[config.mk]
export PLATFORM = sky130hd
export DESIGN_NAME = spq_cell
export DESIGN_NICKNAME = d
export VERILOG_FILES = /design/src/rtl/core/spq_pkg.sv /design/src/rtl/core/spq_cell.sv
export SDC_FILE = /design/constraint.sdc
export NUM_CORES = 1
export LEC_CHECK = 0
export BUFFER_PORTS_ARGS = -buffer_cell sky130_fd_sc_hd__buf_2
export CAP_MARGIN = 30
export CORE_ASPECT_RATIO = 2
export CORE_MARGIN = 1
export CORE_UTILIZATION = 42
export DETAILED_ROUTE_END_ITERATION = 6
export HOLD_SLACK_MARGIN = 0.06
export PLACE_DENSITY_LB_ADDON = 0.05
export SLEW_MARGIN = 20
export SYNTH_ARGS = -nofsm -noshare
export SYNTH_HDL_FRONTEND = slang
export SYNTH_SLANG_ARGS = --single-unit
[constraint.sdc]
create_clock -name clk -period 4.6 [get_ports clk]
set_input_delay 0.23 -clock clk [delete_from_list [all_inputs] [get_ports clk]]
set_output_delay 0.23 -clock clk [all_outputs]
set_load 0.1 [all_outputs]
[src/rtl/core/spq_pkg.sv]
`default_nettype none

package spq_pkg;

  // field widths
  localparam int RANK_W    = 16;
  localparam int PAYLOAD_W = 32;
  localparam int STATUS_W  = 2;
  localparam int OCC_W     = 7;

  // item modes
  localparam logic MODE_INSERT = 1'b0;
  localparam logic MODE_REMOVE = 1'b1;

  // result status codes
  localparam logic [STATUS_W-1:0] ST_OK        = 2'd0;
  localparam logic [STATUS_W-1:0] ST_OVERFLOW  = 2'd1;
  localparam logic [STATUS_W-1:0] ST_UNDERFLOW = 2'd2;

  // request beat
  typedef struct packed {
    logic                 mode;
    logic [RANK_W-1:0]    item_rank;
    logic [PAYLOAD_W-1:0] item_payload;
  } spq_req_t;

  // response beat
  typedef struct packed {
    logic [RANK_W-1:0]    out_rank;
    logic [PAYLOAD_W-1:0] out_payload;
    logic [STATUS_W-1:0]  status;
    logic [OCC_W-1:0]     occupancy;
    logic                 is_empty;
  } spq_rsp_t;

  // one stored entry
  typedef struct packed {
    logic [RANK_W-1:0]    rank;
    logic [PAYLOAD_W-1:0] payload;
  } spq_entry_t;

  // command broadcast to every cell
  typedef struct packed {
    logic                 ins;
    logic                 rem;
    logic [RANK_W-1:0]    rank;
    logic [PAYLOAD_W-1:0] payload;
  } spq_cmd_t;

endpackage

`default_nettype wire

[src/rtl/core/spq_cell.sv]
`default_nettype none

module spq_cell
  import spq_pkg::*;
(
  input  wire logic       clk,
  input  wire spq_cmd_t   cmd,
  input  wire logic       occ,
  input  wire logic       left_ge,
  input  wire spq_entry_t left_entry,
  input  wire spq_entry_t right_entry,
  output logic            ge,
  output spq_entry_t      entry
);

  spq_entry_t entry_next;

  // new rank goes at or before this slot (empty slots always qualify)
  assign ge = !occ || (entry.rank >= cmd.rank);

  // insert shifts right from the slot, remove shifts everything left
  always_comb begin
    entry_next = entry;
    if (cmd.ins) begin
      if (left_ge) begin
        entry_next = left_entry;
      end else if (ge) begin
        entry_next.rank    = cmd.rank;
        entry_next.payload = cmd.payload;
      end
    end else if (cmd.rem) begin
      entry_next = right_entry;
    end
  end

  always_ff @(posedge clk) begin
    entry <= entry_next;
  end

endmodule

`default_nettype wire
Word level (Yosys, flattened, before mapping)
Index checks and enable logic that the tools add are counted.
- flip-flop bits (word level): 48
- output and inout port bits: 49
- logic and storage cells: 12
- order comparisons: 1
- equality and inequality tests: 1
- mux-type cells: 4
- reductions and logical operators: 4
- operator list (kind ; number):
    48-bit 2-to-1 mux ; 4
    16-bit greater-or-equal comparator ; 1
    3-bit by 1-bit != test with 1-bit output (second input constant) ; 1
    2-bit AND reduction ; 1
    2-bit nonzero test ; 1
    1-bit zero test ; 1
    1-bit logical OR ; 1

Longest topological paths before layout
Gate-level depths: netlist of run 1.
- depth after elaboration: 5
- mapped depth: 6
- depth with buffers taken out: 6

Worst setup path after synthesis of run 1
Ideal clock, no wire load.
- kind: flip-flop to flip-flop
- from: register entry[45] (netlist bit)
- to: register entry[0] (netlist bit), enable pin
- library setup time: 0.424 ns
- arrival: 3.591 ns
- data required time: 4.176 ns
- path slack: 0.585 ns
- stages on the path, launching flop included: 6
- path buffers: 0
- clock period less this slack: 4.015 ns
- cells stage by stage: edfxtp_1 ha_1 nand4_1 or3_1 or4_1 a41oi_2
- longest elaborated chain between the ends: 4
- RTL lines (what ; line ; source):
    start, declared ; spq_cell.sv:13 ; output spq_entry_t entry
    start signal, assigned ; spq_cell.sv:37 ; entry <= entry_next;
    16-bit greater-or-equal comparator ; spq_cell.sv:19 ; assign ge = !occ || (entry.rank >= cmd.rank);
    1-bit logical OR ; spq_cell.sv:19 ;
    3-bit by 1-bit != test with 1-bit output (no line) ; n/a ;
    2-bit AND reduction (no line) ; n/a ;
No other way between the ends.
A chain may end at the register's enable or synchronous reset.

Worst setup path in the final report of run 1
- from: register entry[45] (netlist bit)
- to: register entry[22] (netlist bit), enable pin
The elaborated chain is that of the path after synthesis.

==> results.cfg, run 1 <==
[run_status]
status = complete, no violations

[timing]
fin_crit_sh_pct = 63.5
rsz0062_at_grt = no
finalClockSkew_ps = 3.02
setup_viol = 0
fin_tns_setup_ps = 0
slew_headroom_pct = 47.2
final_max_slew_viol_count = 0
worst_slew_pin_slew_ps = 792
period_needed_ps = 2920
finalHoldViolations = 0
max_freq_mhz = 342

[synthesis]
synth.distinct_cells = 24
ys_top_cells_by_area = edfxtp_1, mux2i_1, a21oi_1
ys_seq_elements = 48
avgSynthCellArea_um2 = 10.7
synth_nets = 432
synthCells = 267
yosysSeqAreaShare_pct = 50.6
synth_top_area_share_pct = 50.6
synth_warnings = 0
synthesis.area_mm2 = 0.00285
synth_top_cell_by_area = edfxtp_1

[detailed_routing]
remaining_drc_errors = 0
first_pass_iters = 4
drt-total-wl_um = 7500
first_iter_violations = 48
antenna_left = 0
routedWlPerCell_um = 13.7
via_per_inst = 4.90
vias = 2681

[setup_path]
crit_path_max_incr_delay_ps = 560
cp_cell_sequence = ha_1 > nand4_1 > or3_1 > or4_1 > a41oi_4 > buf_4
cp-end-kind = flip-flop
r2r_slack_ps = 1680
crit_path_top_delay_cell = a41oi_4
r2r_start = entry[45]
critPathArrivalTime_ps = 2890
critical_path_class = flip-flop to flip-flop
start_kind = flip-flop
path_buf_inv = 1
path_delay_family = simple AND/OR/NAND/NOR gates
worstPathMaxFanout = 19
regToRegEndpoint = entry[22]
r2r_cells = 6
required_ps = 4560

[clocking]
insertion_delay_ps = 280
cts.clk_slew.worst_paths_ps = 60
tritoncts = done
htreeDepth = 2
numCtsBuffers = 5
cts_setup_buffers = 0
postCtsResizedCells = 0
cts_hold_buffers = 0
cts.root.buffer_cell = clkbuf_16
clk_path_buf_depth = 2
cts.sinks = 48

[floorplan]
die_area_mm2 = 0.00713
start_util_pct = 43.4
placementRows = 42
die_w_um = 60.2
coreArea_mm2 = 0.00657
dieHeight_um = 118
io_pins = 198

[placed_design]
portBuffers = 197
place.gp.congestion = 0.794
hpwlAfterDp_um = 6140

[cells_and_area]
n_antenna_cell = 0
n_fill_cell = 612
largest-register = entry
reg_top3 = entry: 48 flops
drive_above_1_share_pct = 45.8
num-nets-final = 623
largest_reg_flops = 48
layout.core_utilization_pct = 62.1
syn_to_final_growth_pct = 43.2

[power]
irDropWorstVdd_uv = 236
leakage_uw = 0.00203
pwr_density_cell_mw_per_mm2 = 374

[global_routing]
antenna_found_initial = 0
grt_pass1_wl_um = 11500
grt.total_usage_pct = 21.6
grt_max_degree = 55
grt_pass1_vias = 2622
globalRouteOverflowTotal = 0

[hold_path]
hold_start = right_entry[31]
min_to = entry[31]
hp-class = input pin to flip-flop
hold_depth = 3

[job]
maxCapViolations = 0
## final cells by class
| class | instances | area [um^2] | area share (%) |
|---|---|---|---|
| sequential | 48 | 1440 | 35.3 |
| multi-input combinational | 186 | 1290 | 31.6 |
| timing repair buffer | 201 | 1020 | 24.9 |
| clock buffer | 5 | 125 | 3.07 |
| tap | 88 | 110 | 2.70 |
| inverter | 16 | 60.1 | 1.47 |
| clock inverter | 3 | 37.5 | 0.921 |
## worst min-delay path, cell delays in order
cell and delay (ps):
buf_2 70, nor2_1 30, a21oi_1 90
## stage by stage
| stage | cells | setup WS [ps] | instance area (um^2) | power (uW) | hold slack (ps) |
|---|---|---|---|---|---|
| 2_1_floorplan | 267 | 585 | 2850 | 1000 | 456 |
| 4_1_cts | 547 | 1650 | 4080 | 1540 | 264 |
| 5_1_grt | 547 | 1510 | 4080 | 1590 | 281 |
| 3_5_place_dp | 539 | 1650 | 3920 | 1140 | 554 |
| 3_3_place_gp | 539 | 1710 | 3920 | 1130 | 548 |
| 6_report | 547 | 1680 | 4080 | 1530 | 268 |
## worst max path at each step
stage	cells past startpoint	end	startpoint
after detailed placement	6	entry[16]	entry[45]
after global routing	6	entry[26]	entry[43]
final	6	entry[22]	entry[45]
after global placement	6	entry[16]	entry[45]
after CTS	6	entry[18]	entry[45]
after floorplan	5	entry[0]	entry[45]
## cell usage after synthesis (all sizes together)
| cell type | instances |
|---|---|
| inv | 16 |
| ha | 16 |
| o21bai | 1 |
| nand2 | 1 |
| nor3 | 1 |
| o21ai | 3 |
| nand4 | 3 |
| buf | 6 |
| a2111oi | 1 |
| nor2 | 50 |
| nand2b | 1 |
| nor2b | 1 |
| a41oi | 1 |
| nor3b | 1 |
| nand3 | 3 |
| a21oi | 51 |
| edfxtp | 48 |
| or3 | 1 |
| mux2i | 48 |
| a31oi | 1 |
| or4 | 1 |
| clkbuf | 11 |
| a211oi | 1 |
## cells in the final DEF, fill, tap and decap left out
| cell | n |
|---|---|
| nor2b_1 | 1 |
| ha_1 | 16 |
| buf_2 | 197 |
| nor2_1 | 50 |
| a41oi_4 | 1 |
| edfxtp_1 | 48 |
| clkbuf_16 | 5 |
| inv_1 | 16 |
| a2111oi_0 | 1 |
| o21ai_0 | 3 |
| a21oi_1 | 51 |
| a31oi_1 | 1 |
| nor3b_1 | 1 |
| clkinv_1 | 2 |
| nand4_1 | 3 |
| buf_4 | 4 |
| o21bai_2 | 1 |
| nand2b_1 | 1 |
| bufinv_16 | 1 |
| or3_1 | 1 |
| or4_1 | 1 |
| nand3_1 | 3 |
| nor3_4 | 1 |
| mux2i_1 | 48 |
| a211oi_1 | 1 |
| nand2_1 | 1 |
## metal layers
| metal | part of all wire [%] | GRT usage, % |
|---|---|---|
| met1 | 34 | 19.9 |
| met2 | 57 | 41.3 |
| met3 | 6.2 | 4.38 |
| met4 | 3.7 | 9.88 |
| met5 | 0 | 0 |
## kinds of logic (layout without fill, tap and decap cells)
group	after synthesis	in the layout	share of synthesized area [%]
simple gates	63	63	9.67
mux	48	48	16.9
flops	48	48	50.6
buf+inv	33	225	4.57
compound gates	59	59	11.2
fa+ha+maj	16	16	7.03
## power breakdown
part	internal, uW	switching (uW)
clock	253	144
sequential	537	13.8
combinational	132	447
total	922	605
Note: power is estimated with default switching activity, not from simulation.
==> inputs of run 2 (changes only) <==
==> constraint.sdc (replaced) <==
create_clock -name clk -period 2.7 [get_ports clk]
set_input_delay 0.135 -clock clk [delete_from_list [all_inputs] [get_ports clk]]
set_output_delay 0.135 -clock clk [all_outputs]
set_load 0.1 [all_outputs]
==> run 2 against run 1 <==
Compared with the run above: hold slack got worse by 97 ps; first-iteration DRC count rose by 35%; die area did not move; clock power rose by 74%; non-clock buffer count did not move; critical path depth rose by 1; flip-flop and latch count did not move.
==> results.cfg, run 2 (same netlist as run 1, synthesis figures left out) <==
[run_status]
status = complete, no violations

[setup_path]
cp-end-kind = output port
critPathArrivalTime_ps = 2370
required_ps = 2570
start_kind = flip-flop
worstPathMaxFanout = 2
r2r_slack_ps = 250
critical_path_class = flip-flop to output port

[clocking]
postCtsResizedCells = 0
cts_setup_buffers = 0
cts_hold_buffers = 0
cts.sinks = 48
insertion_delay_ps = 280
cts.clk_slew.worst_paths_ps = 70
htreeDepth = 2
cts.root.buffer_cell = clkbuf_16
tritoncts = done
clk_path_buf_depth = 2
numCtsBuffers = 5

[placed_design]
hpwlAfterDp_um = 6140
portBuffers = 197
place.gp.congestion = 0.790
pre_cts_ws_ps = 239
placed_cell_area_mm2 = 0.00396
dp.cells = 539

[timing]
rsz0062_at_grt = no
final_max_slew_viol_count = 0
finalClockSkew_ps = 5.25
setup_viol = 0
max_freq_mhz = 399
fin_crit_sh_pct = 92.9
slew_headroom_pct = 51.5
period_needed_ps = 2510
worst_slew_pin_slew_ps = 709
worst_slack_ps = 191
finalHoldViolations = 0

[cells_and_area]
n_fill_cell = 602
drive_above_1_share_pct = 46.4
syn_to_final_growth_pct = 44.9
num-nets-final = 623
layout.cells.non_filler = 547
mostFrequentLayoutCells = buf_2, a21oi_1, nor2_1
n_antenna_cell = 0
largest_reg_flops = 48
ff_latch_area_mm2 = 0.00144
layout_commonest_cell = buf_2
reg_top3 = entry: 48 flops
multiInputGateArea_mm2 = 0.00129
largest-register = entry
fin_area_mm2 = 0.00413

[detailed_routing]
via_per_inst = 4.84
antenna_left = 0
first_pass_iters = 4
drt-total-wl_um = 7470
remaining_drc_errors = 0
first_iter_violations = 65
vias = 2645
routedWlPerCell_um = 13.7

[floorplan]
dieHeight_um = 118
coreArea_mm2 = 0.00657
die_w_um = 60.2
io_pins = 198
die_area_mm2 = 0.00713
start_util_pct = 43.4
placementRows = 42

[power]
leakage_uw = 0.00205
pwr_density_cell_mw_per_mm2 = 636
irDropWorstVdd_uv = 413

[job]
maxCapViolations = 0

[global_routing]
grt_max_degree = 69
grt.total_usage_pct = 21.8
grt_pass1_wl_um = 11500
antenna_found_initial = 0
globalRouteOverflowTotal = 0
grt_pass1_vias = 2604

[hold_path]
hp-class = input pin to flip-flop
run 2: cell types whose count changed in the layout (fill, tap and decap cells not counted):
cell	delta
buf_2	-1
or4_4	+1
or4_1	-1
buf_12	+3
buf_4	-2
clkinvlp_4	+1
clkinv_2	+1
clkinv_1	-2
run 2: report_power, final:
| part | switching, uW | leakage [uW] | internal (uW) |
|---|---|---|---|
| sequential | 21.9 | 0.000475 | 915 |
| combinational | 763 | 0.00149 | 234 |
| clock | 255 | 0.0000798 | 435 |
| total | 1040 | 0.00205 | 1580 |
run 2: cell type report:
type / count / area share [%]
flip-flops and latches: 48 / 34.9
well taps: 88 / 2.67
multi-input cells: 186 / 31.3
clock buffers: 5 / 3.03
clock inverters: 3 / 1.03
inverters: 16 / 1.46
repair buffers: 201 / 25.6
run 2: critical path, cell delays in order, from the launching register on:
cell	delay (ps)
edfxtp_1	370
inv_1	70
ha_1	220
nand2b_1	140
a2111oi_0	680
or4_4	280
nand3_1	120
buf_12	220
run 2: path summary, 6_finish.rpt:
| path | startpoint | cells after the start | end |
|---|---|---|---|
| max reg2reg | entry[46] | 6 | entry[22] |
| max | entry[32] | 7 | ge |
| min reg2reg | entry[47] | 4 | entry[40] |
| min | right_entry[7] | 3 | entry[7] |
run 2: per-layer routing:
| layer | track usage [%] | vias to the layer above | wire length, um |
|---|---|---|---|
| met5 | 0 | - | 0 |
| met4 | 9.01 | 0 | 192 |
| met3 | 5.36 | 12 | 539 |
| met2 | 41.1 | 126 | 4200 |
| met1 | 20.5 | 1156 | 2540 |
| li1 | - | 1351 | - |
run 2: per-stage QoR:
step                utilization [%]  hold slack [ps]  setup TNS [ps]  power, uW
finish                         62.8              171               0       2620
global route                   62.8              176               0       2730
CTS                            62.8              166               0       2650
detailed placement             60.3              458               0       1960
global placement               60.3              457               0       1950
floorplan                         -              361          -35010       1710
==> inputs of run 3 (changes only) <==
--- a/config.mk
+++ b/config.mk
@@ -5,12 +5,12 @@
 export SDC_FILE = /design/constraint.sdc
 export NUM_CORES = 1
 export LEC_CHECK = 0
-export BUFFER_PORTS_ARGS = -buffer_cell sky130_fd_sc_hd__buf_2
 export CAP_MARGIN = 30
 export CORE_ASPECT_RATIO = 2
 export CORE_MARGIN = 1
-export CORE_UTILIZATION = 42
+export CORE_UTILIZATION = 35
 export DETAILED_ROUTE_END_ITERATION = 6
+export DONT_BUFFER_PORTS = 1
 export HOLD_SLACK_MARGIN = 0.06
 export PLACE_DENSITY_LB_ADDON = 0.05
 export SLEW_MARGIN = 20
==> run 3 against run 2 <==
Compared with the run above: critical path depth decreased by 1; final cell count is 31% lower; via count decreased by 22%; first-iteration DRC count grew 12%; setup slack better by 48 ps; sequential power is 40% higher; wire length is 3.2% lower; die area rose by 19%; highest routed layer unchanged.
==> results.cfg, run 3 (same netlist as run 1, synthesis figures left out) <==
[power]
irDropWorstVdd_uv = 498
pwr-share-clk_pct = 25.0
pwr_density_cell_mw_per_mm2 = 729
power_frac_comb_pct = 19.7
switching_share_pct = 40.7
p_switching_uw = 963
leakage_uw = 0.00135
internal_power_uw = 1410
power_frac_seq_pct = 55.4

[detailed_routing]
first_pass_iters = 4
top_layer = met4
vias = 2055
wl_met2_um = 4300
antenna_left = 0
first_iter_violations = 73
via_per_inst = 5.44
route.met3.wl_um = 467
wirelength_met1_um = 2380
remaining_drc_errors = 0
drt-total-wl_um = 7230
routedWlPerCell_um = 19.1

[clocking]
htreeDepth = 2
numCtsBuffers = 5
insertion_delay_ps = 280
postCtsResizedCells = 0
cts.root.buffer_cell = clkbuf_16
cts_setup_buffers = 0
clk_path_buf_depth = 2
cts.sinks = 48
tritoncts = done
cts.clk_slew.worst_paths_ps = 60
cts_hold_buffers = 2

[placed_design]
portBuffers = 0
placed_cell_area_mm2 = 0.00308
hpwlAfterDp_um = 5230
dp.cells = 366
place.gp.congestion = 0.720
pre_cts_ws_ps = 220

[setup_path]
r2r_start = entry[47]
worstPathMaxFanout = 17
crit_start = entry[47]
cp-end-kind = flip-flop
r2r_cells = 6
crit_path_top_delay_cell = or4_4
critical_path_class = flip-flop to flip-flop
crit_path_max_incr_delay_ps = 440
path_delay_family = simple AND/OR/NAND/NOR gates
endpoint = entry[18]
required_ps = 2670
path_buf_inv = 1
path_depth = 6
critPathArrivalTime_ps = 2430
start_kind = flip-flop
cp_cell_sequence = ha_1 > nand4_1 > or3_1 > or4_4 > a41oi_4 > buf_4
r2r_slack_ps = 240
regToRegEndpoint = entry[18]

[cells_and_area]
mostFrequentLayoutCells = a21oi_1, nor2_1, mux2i_1, edfxtp_1, buf_4
fin_area_mm2 = 0.00325
reg_top3 = entry: 48 flops
largest_reg_flops = 48
drive_above_1_share_pct = 10.3
layout.core_utilization_pct = 41.2
num-nets-final = 446
layout_commonest_cell = a21oi_1
syn_to_final_growth_pct = 14.2
multiInputGateArea_mm2 = 0.00129
layout.cells.non_filler = 378
n_antenna_cell = 0
n_fill_cell = 774
ff_latch_area_mm2 = 0.00144
largest-register = entry

[timing]
rsz0062_at_grt = no
slew_headroom_pct = 37.6
fin_crit_sh_pct = 91.2
period_needed_ps = 2460
finalHoldViolations = 0
setup_viol = 0
final_max_slew_viol_count = 0
fin_tns_setup_ps = 0
worst_slew_pin_slew_ps = 938
worst_slack_ps = 239
finalClockSkew_ps = 2.58
max_freq_mhz = 406

[floorplan]
die_area_mm2 = 0.00852
start_util_pct = 36.1
placementRows = 46
die_w_um = 65.8
coreArea_mm2 = 0.00789
io_pins = 198
dieHeight_um = 130

[global_routing]
antenna_found_initial = 0
grt_pass1_vias = 1993
globalRouteOverflowTotal = 0
grt.total_usage_pct = 16.2
grt_pass1_wl_um = 9820
grt_max_degree = 81

[run_status]
status = complete, no violations

[hold_path]
hp-class = input pin to flip-flop

[job]
maxCapViolations = 0
## run 3: cell count changes in the layout (fill, tap and decap cells not counted), sizes merged
cell / delta
buf: -181
dlygate4sd3: +4
clkbuf: +2
bufinv: -1
clkinvlp: -1
## run 3: cell type report
cell class,instances,share of cell area (%)
clock buffer,7,4.08
clock inverter,1,0.115
inverter,16,1.85
multi-input combinational,186,39.7
sequential,48,44.3
tap,96,3.69
timing repair buffer,24,6.23
## run 3: stage by stage
step	power [uW]	hold WS, ps
2_1_floorplan	1710	361
3_5_place_dp	1790	355
5_1_grt	2460	62.5
6_report	2370	70.4
3_3_place_gp	1790	355
4_1_cts	2400	61.7
## run 3: power groups by stage
stage | Sequential [uW] | Clock [uW] | Combinational (uW)
floorplan | 1490 | 0 | 217
global placement | 1330 | 0 | 458
detailed placement | 1330 | 0 | 462
CTS | 1310 | 616 | 470
global route | 1320 | 637 | 502
finish | 1310 | 591 | 466
## run 3: worst min path at each step
stage	to	startpoint	cells past startpoint	slack, ps
detailed placement	entry[12]	cmd[49]	1	350
CTS	entry[43]	cmd[49]	1	60
global route	entry[26]	cmd[49]	1	60
global placement	entry[7]	cmd[49]	1	360
finish	entry[26]	cmd[49]	1	70
floorplan	entry[0]	right_entry[0]	2	360
## run 3: routing by layer
metal  GRT usage (%)  vias to the layer above
met5               0                        -
met4            5.75                        0
met3            4.49                        6
met2            31.7                      111
met1            15.1                      944
li1                -                      994
